[config.mk]
export PLATFORM = sky130hd
export DESIGN_NAME = dosc_mul
export DESIGN_NICKNAME = d
export VERILOG_FILES = /design/src/hw/rtl/assert_macros.svh /design/src/hw/rtl/dosc_pkg.sv /design/src/hw/rtl/dosc_mul.sv
export SDC_FILE = /design/constraint.sdc
export NUM_CORES = 2
export LEC_CHECK = 0
export ABC_CLOCK_PERIOD_IN_PS = 10100
export BUFFER_PORTS_ARGS = -buffer_cell sky130_fd_sc_hd__buf_2
export CAP_MARGIN = 40
export CORE_AREA = 2 2 330 365
export DETAILED_ROUTE_END_ITERATION = 16
export DIE_AREA = 0 0 332 367
export PLACE_DENSITY_LB_ADDON = 0.12
export SYNTH_ARGS = -nofsm -noshare
export SYNTH_HDL_FRONTEND = slang
export SYNTH_SLANG_ARGS = --single-unit
[constraint.sdc]
create_clock -name clk -period 10.1 [get_ports clk]
set_clock_uncertainty 0.05 [all_clocks]
set_input_delay 1.515 -clock clk [delete_from_list [all_inputs] [get_ports clk]]
set_output_delay 1.515 -clock clk [all_outputs]
set_load 0.1 [all_outputs]
[src/hw/rtl/assert_macros.svh]
// Assertion macros for the RTL files that check their own logic.
`ifndef ASSERT_MACROS_SVH
`define ASSERT_MACROS_SVH

// Property sampled on clk, quiet while rst_n is low.
`define ASSERT_CLK(label, prop, msg) \
    label: assert property (@(posedge clk) disable iff (!rst_n) prop) \
        else $error(msg);

// Condition that must never hold outside reset.
`define ASSERT_NEVER(label, cond, msg) \
    label: assert property (@(posedge clk) disable iff (!rst_n) !(cond)) \
        else $error(msg);

`endif

[src/hw/rtl/dosc_pkg.sv]
// Types, constants and saturation helpers for the Duffing oscillator RK4 stepper.
package dosc_pkg;

    localparam int DATA_W    = 32;
    localparam int HIGH_W    = 31;
    localparam int STEP_W    = 17;
    localparam int COEFF_W   = 21;
    localparam int CFG_W     = 21;
    localparam int REG_IDX_W = 2;
    localparam int OPND_W    = 33;
    localparam int WIDE_W    = 2 * OPND_W;
    localparam int SUM_W     = 35;
    localparam int DIV_DIG   = 5;
    localparam int DIV_STEPS = SUM_W / DIV_DIG;
    localparam int DIV_CNT_W = $clog2(DIV_STEPS + 1);

    localparam logic [REG_IDX_W-1:0] REG_STEP_SIZE = 2'd0;
    localparam logic [REG_IDX_W-1:0] REG_DAMPING   = 2'd1;
    localparam logic [REG_IDX_W-1:0] REG_CUBIC     = 2'd2;

    localparam logic [3:0] DIVISOR = 4'd6;

    typedef logic [1:0]               stage_t;
    typedef logic signed [DATA_W-1:0] fx_t;
    typedef logic signed [OPND_W-1:0] opnd_t;
    typedef logic signed [WIDE_W-1:0] wide_t;
    typedef logic signed [SUM_W-1:0]  ksum_t;

    localparam stage_t FULL_STAGE = 2'd2;
    localparam stage_t LAST_STAGE = 2'd3;

    typedef enum logic [3:0] {
        ST_IDLE,
        ST_KX,
        ST_X2,
        ST_X3,
        ST_CUB,
        ST_DMP,
        ST_ACC,
        ST_KV,
        ST_ARG,
        ST_DIV,
        ST_UPD
    } dosc_state_t;

    // True when the value does not fit the signed 32-bit range.
    function automatic logic clips32(input wide_t v);
        return !((&v[WIDE_W-1:DATA_W-1]) || (~|v[WIDE_W-1:DATA_W-1]));
    endfunction

    function automatic fx_t sat32(input wide_t v);
        fx_t r;
        if (clips32(v))
            r = v[WIDE_W-1] ? {1'b1, {(DATA_W-1){1'b0}}} : {1'b0, {(DATA_W-1){1'b1}}};
        else
            r = v[DATA_W-1:0];
        return r;
    endfunction

endpackage

[src/hw/rtl/dosc_mul.sv]
// Shared signed fixed-point multiplier with registered product and floor shift.
module dosc_mul import dosc_pkg::*; #(
    parameter int FRAC_BITS = 16
) (
    input  logic  clk,
    input  logic  en,
    input  opnd_t op_a,
    input  opnd_t op_b,
    output wide_t prod_shr
);

    wide_t prod_reg;

    always_ff @(posedge clk)
    begin
        if (en)
        begin
            prod_reg <= op_a * op_b;
        end
    end

    // Arithmetic shift rounds toward minus infinity.
    assign prod_shr = prod_reg >>> FRAC_BITS;

endmodule

==> results.cfg <==
[run_status]
status = completed

[clocking]
cts_sinks = 50
clkTransAtPathRegs_ns = 0.12
clk_path_buf_depth = 2
cts_tree = yes
cts_resized = 0
cts_buffers = 5
cts-root-buf = clkbuf_16
hold_buffers = 0
h-tree-depth = 2
cts_setup_buffers = 0

[synthesis]
ys_types = 58
synth_nets = 5615
synth_top_area_share_pct = 57.35
yosysSeqAreaShare_pct = 3.760
synthTopCellsByArea = fa_1, inv_1, and2_1, ha_1, nand2_1
avgSynthCellArea_sq_um = 9.528
async_reset_ff_share_pct = 0
yosysWarnings = 0
synth_flop_cell = edfxtp_1
synth_area_sq_um = 39930
syn-instance-count = 4191
synth_top_cell_by_area = fa_1
yosys_register_bits = 50
synth_edf_count = 50

[timing]
finalMaxSlewViolations = 0
rsz0062_at_grt = no
min_period_ns = 9.527
fin_tns_setup_ns = 0
max_slew.worst_pin.slew_ns = 0.9224
clock.fmax_ghz = 0.1050
finalHoldViolCount = 0
period_share_pct = 94.33
setup_viol = 0
slew_headroom_pct = 38.51

[die]
die_w_microns = 332
start_util_pct = 33.70
die_y_microns = 367
io_pins = 134
rows = 133
core-area_sq_um = 118500
dieArea_sq_um = 121800

[routing]
wl_per_cell_microns = 19.90
finalWirelength_mm = 115.0
vias = 26360
via_per_inst = 4.562
drtIter0Drc = 1148
drc_errors = 0
antenna_left = 0
drtPass1Iterations = 5

[finish]
final_cell_mix = fa_1, inv_1, nand2_1
syn2layout_area_growth_pct = 7.066
layout_commonest_cell = fa_1
final_nets = 5649
diodes = 0
largest_reg_flops = 50
drive_gt1_share_pct = 6.531
fill_cells = 12378

[placed_design]
portBuffers = 133
hpwl_mm = 100.9
place_congestion = 0.8206

[worst_setup_path]
max_stage_delay_ns = 0.68
cp_slowest_cell = o41ai_2
path_common_cell = fa_1
worstPathRequired_ns = 10.19
critPathLaunchType = input pin
cp_max_fo = 26
arrival_ns = 9.62
end_kind = register
path_class = input pin to register

[global_routing]
grt_overflow_total = 0
grt_max_degree = 34
grt_pass1_wl_mm = 185.9
antenna_found_initial = 2
first_global_vias = 30889
global_route.usage.total_pct = 20.09

[min_path]
hold_class = input pin to register

[job]
max_cap_viol_count = 0
-- synth_stat cells, drive strengths merged, types with 3 or more instances --
cell / count
a211oi: 5
a21boi: 3
a21o: 31
a21oi: 58
a311oi: 3
a31oi: 8
and2: 542
and3: 8
buf: 18
clkbuf: 203
edfxtp: 50
fa: 1144
ha: 212
inv: 1129
nand2: 546
nand2b: 10
nand3: 12
nand4: 9
nor2: 50
nor2b: 9
nor3: 4
o211ai: 5
o21a: 8
o21ai: 33
o21bai: 5
xnor2: 44
xor2: 23
-- cell families after synthesis --
family	share of synthesized area [%]
compound gates	2.873
xor+xnor	1.470
fa+ha+maj	63.99
buf+inv	12.84
flops	3.760
simple gates	15.06
-- per-layer routing --
metal | vias to the layer above | global-route usage, % | wire [microns]
met5 | - | 0 | 23
met4 | 4 | 4.537 | 2597
met1 | 14043 | 25.79 | 49140
met2 | 370 | 35.62 | 58860
met3 | 100 | 2.997 | 4351
li1 | 11843 | - | -
-- path summary, 6_finish.rpt --
kind	start	to	cells past startpoint
max	op_a[12]	prod_reg[47]	27
min	en	prod_reg[51]	1
-- area by class of cell --
type | count | area (sq um) | area share, %
multi-input cells | 2791 | 33300 | 77.89
clock buffers | 5 | 125.1 | 0.2927
inverters | 1129 | 4238 | 9.912
clock inverters | 3 | 63.81 | 0.1493
well taps | 1552 | 1942 | 4.542
flip-flops and latches | 50 | 1501 | 3.512
repair buffers | 248 | 1582 | 3.699
-- worst max-delay path: cells and delay by family --
| kind | cells | cell delay, ns |
|---|---|---|
| AND/OR/NAND/NOR | 4 | 0.65 |
| adder cells (fa/ha/maj) | 9 | 4.27 |
| AO/OA/AOI/OAI | 5 | 1.52 |
| buffers and inverters | 8 | 1.55 |
| XOR/XNOR | 1 | 0.07 |
-- per-stage QoR --
stage	instances	utilization [%]	setup WS, ns	hold slack [ns]	area (sq um)
after global routing	5778	36.08	0.1979	1.547	42750
after global placement	5769	35.91	0.1633	2.085	42540
after CTS	5778	36.08	0.5613	1.535	42750
after floorplan	4191	-	0.9858	1.578	39930
final	5778	36.08	0.5726	1.531	42750
after detailed placement	5770	35.92	0.1642	1.962	42560
Power is not shown: default switching activity piles up to over one toggle a cycle in this logic, so the estimate is an artifact.
