File: src/hw/rtl/assert_macros.svh
// Assertion macros for the RTL files that check their own logic.
`ifndef ASSERT_MACROS_SVH
`define ASSERT_MACROS_SVH

// Property sampled on clk, quiet while rst_n is low.
`define ASSERT_CLK(label, prop, msg) \
    label: assert property (@(posedge clk) disable iff (!rst_n) prop) \
        else $error(msg);

// Condition that must never hold outside reset.
`define ASSERT_NEVER(label, cond, msg) \
    label: assert property (@(posedge clk) disable iff (!rst_n) !(cond)) \
        else $error(msg);

`endif

File: src/hw/rtl/dosc_pkg.sv
// Types, constants and saturation helpers for the Duffing oscillator RK4 stepper.
package dosc_pkg;

    localparam int DATA_W    = 32;
    localparam int HIGH_W    = 31;
    localparam int STEP_W    = 17;
    localparam int COEFF_W   = 21;
    localparam int CFG_W     = 21;
    localparam int REG_IDX_W = 2;
    localparam int OPND_W    = 33;
    localparam int WIDE_W    = 2 * OPND_W;
    localparam int SUM_W     = 35;
    localparam int DIV_DIG   = 5;
    localparam int DIV_STEPS = SUM_W / DIV_DIG;
    localparam int DIV_CNT_W = $clog2(DIV_STEPS + 1);

    localparam logic [REG_IDX_W-1:0] REG_STEP_SIZE = 2'd0;
    localparam logic [REG_IDX_W-1:0] REG_DAMPING   = 2'd1;
    localparam logic [REG_IDX_W-1:0] REG_CUBIC     = 2'd2;

    localparam logic [3:0] DIVISOR = 4'd6;

    typedef logic [1:0]               stage_t;
    typedef logic signed [DATA_W-1:0] fx_t;
    typedef logic signed [OPND_W-1:0] opnd_t;
    typedef logic signed [WIDE_W-1:0] wide_t;
    typedef logic signed [SUM_W-1:0]  ksum_t;

    localparam stage_t FULL_STAGE = 2'd2;
    localparam stage_t LAST_STAGE = 2'd3;

    typedef enum logic [3:0] {
        ST_IDLE,
        ST_KX,
        ST_X2,
        ST_X3,
        ST_CUB,
        ST_DMP,
        ST_ACC,
        ST_KV,
        ST_ARG,
        ST_DIV,
        ST_UPD
    } dosc_state_t;

    // True when the value does not fit the signed 32-bit range.
    function automatic logic clips32(input wide_t v);
        return !((&v[WIDE_W-1:DATA_W-1]) || (~|v[WIDE_W-1:DATA_W-1]));
    endfunction

    function automatic fx_t sat32(input wide_t v);
        fx_t r;
        if (clips32(v))
            r = v[WIDE_W-1] ? {1'b1, {(DATA_W-1){1'b0}}} : {1'b0, {(DATA_W-1){1'b1}}};
        else
            r = v[DATA_W-1:0];
        return r;
    endfunction

endpackage

File: src/hw/rtl/dosc_div6.sv
// Two-lane divide by six, truncating toward zero, DIV_DIG quotient bits per cycle while busy.
module dosc_div6 import dosc_pkg::*; (
    input  logic  clk,
    input  logic  rst_n,
    input  logic  start,
    input  ksum_t num_x,
    input  ksum_t num_v,
    output logic  done,
    output ksum_t quo_x,
    output ksum_t quo_v
);

    logic [DIV_CNT_W-1:0] cnt_reg;
    logic                 busy_reg;
    logic                 done_reg;
    logic                 neg_reg [2];
    logic [SUM_W-1:0]     mag_reg [2];
    logic [SUM_W-1:0]     quo_reg [2];
    logic [2:0]           rem_reg [2];

    logic [SUM_W-1:0]     mag_next [2];
    logic [SUM_W-1:0]     quo_next [2];
    logic [2:0]           rem_next [2];
    ksum_t                num [2];

    assign num[0] = num_x;
    assign num[1] = num_v;

    // Long division: shift one numerator bit into the remainder, subtract six if it fits.
    always_comb
    begin
        logic [3:0] part;
        for (int ln = 0; ln < 2; ln++)
        begin
            mag_next[ln] = mag_reg[ln];
            quo_next[ln] = quo_reg[ln];
            rem_next[ln] = rem_reg[ln];
            for (int d = 0; d < DIV_DIG; d++)
            begin
                part = {rem_next[ln], mag_next[ln][SUM_W-1]};
                mag_next[ln] = {mag_next[ln][SUM_W-2:0], 1'b0};
                if (part >= DIVISOR)
                begin
                    part = part - DIVISOR;
                    quo_next[ln] = {quo_next[ln][SUM_W-2:0], 1'b1};
                end
                else
                begin
                    quo_next[ln] = {quo_next[ln][SUM_W-2:0], 1'b0};
                end
                rem_next[ln] = part[2:0];
            end
        end
    end

    always_ff @(posedge clk or negedge rst_n)
    begin
        if (!rst_n)
        begin
            cnt_reg  <= '0;
            busy_reg <= 1'b0;
            done_reg <= 1'b0;
        end
        else
        begin
            done_reg <= 1'b0;
            if (start)
            begin
                cnt_reg  <= DIV_CNT_W'(DIV_STEPS);
                busy_reg <= 1'b1;
            end
            else if (busy_reg)
            begin
                cnt_reg <= cnt_reg - 1'b1;
                if (cnt_reg == DIV_CNT_W'(1))
                begin
                    busy_reg <= 1'b0;
                    done_reg <= 1'b1;
                end
            end
        end
    end

    always_ff @(posedge clk)
    begin
        for (int ln = 0; ln < 2; ln++)
        begin
            if (start)
            begin
                neg_reg[ln] <= num[ln][SUM_W-1];
                mag_reg[ln] <= num[ln][SUM_W-1] ? SUM_W'(-num[ln]) : SUM_W'(num[ln]);
                quo_reg[ln] <= '0;
                rem_reg[ln] <= '0;
            end
            else if (busy_reg)
            begin
                mag_reg[ln] <= mag_next[ln];
                quo_reg[ln] <= quo_next[ln];
                rem_reg[ln] <= rem_next[ln];
            end
        end
    end

    assign done  = done_reg;
    assign quo_x = neg_reg[0] ? -$signed(quo_reg[0]) : $signed(quo_reg[0]);
    assign quo_v = neg_reg[1] ? -$signed(quo_reg[1]) : $signed(quo_reg[1]);

endmodule

File: config.mk
export PLATFORM = sky130hd
export DESIGN_NAME = dosc_div6
export DESIGN_NICKNAME = d
export VERILOG_FILES = /design/src/hw/rtl/assert_macros.svh /design/src/hw/rtl/dosc_pkg.sv /design/src/hw/rtl/dosc_div6.sv
export SDC_FILE = /design/constraint.sdc
export NUM_CORES = 1
export LEC_CHECK = 0
export ABC_CLOCK_PERIOD_IN_PS = 5530
export BUFFER_PORTS_ARGS = -buffer_cell sky130_fd_sc_hd__buf_4
export CAP_MARGIN = 10
export CORE_MARGIN = 2
export CORE_UTILIZATION = 58
export DETAILED_ROUTE_END_ITERATION = 16
export GPL_ROUTABILITY_DRIVEN = 0
export PLACE_DENSITY = 0.9
export SETUP_SLACK_MARGIN = 0.2
export SLEW_MARGIN = 20
export SYNTH_ARGS = -nofsm -noshare
export SYNTH_HDL_FRONTEND = slang
export SYNTH_SLANG_ARGS = --single-unit
File: constraint.sdc
create_clock -name clk -period 5.53 [get_ports clk]
set_clock_uncertainty 0.15 [all_clocks]
set_input_delay 1.106 -clock clk [delete_from_list [all_inputs] [get_ports clk]]
set_output_delay 1.106 -clock clk [all_outputs]
set_load 0.05 [all_outputs]
==> results.toml <==
[yosys]
syn_nets = 1092
avgSynthCellArea_um2 = 9.658
synth_cell_types = 70
synth_cells = 1013
synth_edf_count = 143
yosys-top-cells-area = "edfxtp_1 44%, xnor2_1 7.1%, o21ai_0 4.5%, and3_1 4.1%, nand2_1 4.0%"
ys_seq_elements = 153
yosys.area.top_type = "edfxtp_1"
synth_commonest_cells = "143 x edfxtp_1, 104 x nand2_1, 87 x o21ai_0"
yosysSeqAreaShare_pct = 46.20
synth_top_flop_cell = "edfxtp_1"
syn_area_mm2 = 0.009783
synthArstFlopShare_pct = 3.268
synth.most_common_cell = "edfxtp_1"
synth_top_area_share_pct = 43.89
yosysWarningCount = 0

[setup_path]
crit_arrival_ns = 3.06
critPathCaptureType = "primary output"
startpoint = "quo_reg[0][11]"
worstPathMaxFanout = 5
cp.required_ns = 4.27
r2r_start = "mag_reg[1][33]"
startpoint_type = "flop"
path_class = "flop to primary output"

[grt]
grt_use_total_pct = 24.35
antenna_found_initial = 0
grt_pass1_wl_um = 35710
grt_pass1_vias = 7440
grt-ovfl-total = 0
grt_max_degree = 80

[cts]
cts_buffers = 17
h-tree-depth = 4
cts_setup_buffers = 0
clk_latency_ns = 0.43
cts_tree = "done"
cts_sinks = 153
cts_root_buffer = "clkbuf_16"
cts_buffer_depth = 2
cts.clk_slew.worst_paths_ns = 0.06
cts.repair.resized = 0
ctsHoldBuffers = 0

[routing]
drt-initial-drc-count = 826
wire_per_inst_um = 16.69
vias = 8303
ant_nets = 0
drc = 0
dr.pass1.iters = 5
via_per_inst = 6.206
wl_um = 22330

[cells_and_area]
drive_above_1_share_pct = 18.16
nFillCells = 1209
nets = 1184
syn2layout_area_growth_pct = 17.24
multi_input_area_mm2 = 0.004897
fin_cells = 1338
num_antenna_cells = 0
regArea_mm2 = 0.004521

[timing]
hold_viol_final = 0
tns_ns = 0
rsz0062_at_grt = "false"
fmax_mhz = 231.5
slew_headroom_pct = 23.17
slew_viol_final = 0
post-route-period-util_pct = 78.11
tightest_slew_ns = 1.142
min_period_ns = 4.319
setup_viol = 0

[placed_design]
port_buffers = 143
dpl.hpwl_um = 15120
place_inst = 1306

[floorplan]
die-area_mm2 = 0.01792
ios = 144
dieWidth_um = 133.9
num_rows = 47
core_mm2 = 0.01652
start_util_pct = 59.20
die_h_um = 133.9

[power_and_ir_drop]
total_power_mw = 4.719
p_per_area_mw_per_mm2 = 411.5
p_leak_nw = 4.672
ir_worst_vdd_uv = 328.9

[hold_path]
hold_path_class = "input port to async pin"

[flow_run]
drv_cap = 0

[run_status]
status = "finished clean"
## cell type report
type	count	area share [%]
Clock inverter	11	0.6327
Inverter	24	0.7854
Timing Repair Buffer	149	9.971
Multi-Input combinational cell	760	42.70
Tap cell	220	2.400
Sequential cell	153	39.41
Clock buffer	21	4.102
## critical path, cell delays in order, from the launching register on
cell and delay [ns]:
edfxtp_1 0.44, or4_1 0.62, nor4b_2 0.44, nand3_1 0.30, o41ai_1 0.45, xnor2_1 0.17
buf_4 0.22
## metrics by stage
step | util, % | area, um2 | hold WS [ns] | setup WS [ns]
floorplan | - | 9786 | 0.2964 | 1.339
global placement | 66.12 | 10930 | 0.3070 | 1.757
detailed placement | 66.12 | 10930 | 0.3149 | 1.684
CTS | 69.41 | 11470 | 0.3088 | 1.228
global route | 69.41 | 11470 | 0.3103 | 1.029
finish | 69.41 | 11470 | 0.3167 | 1.211
## report_power, final
group | leakage (nW) | switching [mW] | internal [mW]
Combinational | 2.66 | 1.37 | 0.709
Sequential | 1.76 | 0.164 | 1.41
Clock | 0.251 | 0.457 | 0.605
Total | 4.67 | 1.99 | 2.73
## worst paths after layout
| path | endpoint | slack (ns) | cells past startpoint |
|---|---|---|---|
| setup / recovery | quo_x[25] | 1.21 | 6 |
| hold / removal | cnt_reg[0] | 0.32 | 1 |
| setup reg to reg | rem_reg[1][1] | 2.62 | 5 |
| hold reg to reg | mag_reg[1][4] | 0.32 | 2 |
| max in group asynchronous | busy_reg | 4.79 | 1 |
| min in group clk | mag_reg[1][4] | 0.32 | 2 |
## logic make-up (layout without fill, tap and decap cells)
family	Yosys count	after routing	synth area share [%]
fa+ha+maj	6	6	0.7673
mux	3	3	0.3197
buf+inv	100	205	3.990
compound gates	249	249	17.09
simple gates	380	380	20.72
xor+xnor	122	122	10.92
flops	153	153	46.20
## layer usage
| layer | vias up | wire length (um) | GRT usage (%) |
|---|---|---|---|
| met4 | 0 | 444 | 8.511 |
| met2 | 375 | 10800 | 39.80 |
| met3 | 40 | 1777 | 4.800 |
| met5 | - | 0 | 0 |
| li1 | 4002 | - | - |
| met1 | 3886 | 9303 | 32.61 |
## cells in the final DEF, fill, tap and decap left out, types with 4 or more instances in the layout
| master | n |
|---|---|
| a211oi_1 | 7 |
| nor3b_1 | 7 |
| nand4_1 | 15 |
| nor2_1 | 56 |
| ha_1 | 6 |
| o22ai_1 | 9 |
| edfxtp_1 | 143 |
| nand2b_1 | 6 |
| or4_1 | 10 |
| nand3_1 | 24 |
| a211o_1 | 7 |
| nor4_1 | 16 |
| or3_1 | 8 |
| o41ai_1 | 21 |
| a21oi_1 | 23 |
| dfrtp_1 | 4 |
| and3_1 | 64 |
| and3b_1 | 4 |
| clkbuf_16 | 17 |
| a311oi_1 | 4 |
| nand2_1 | 103 |
| buf_4 | 147 |
| nor2b_1 | 9 |
| a2111oi_0 | 5 |
| xor2_1 | 43 |
| nor3_1 | 22 |
| o311ai_0 | 4 |
| a221oi_1 | 4 |
| o21ai_0 | 87 |
| nor4bb_1 | 6 |
| a22oi_1 | 11 |
| or2_2 | 8 |
| o31ai_1 | 37 |
| dfxtp_1 | 5 |
| clkinvlp_4 | 6 |
| xnor2_1 | 79 |
| a22o_1 | 7 |
| inv_1 | 23 |
Power figures use the tool's default switching activity.
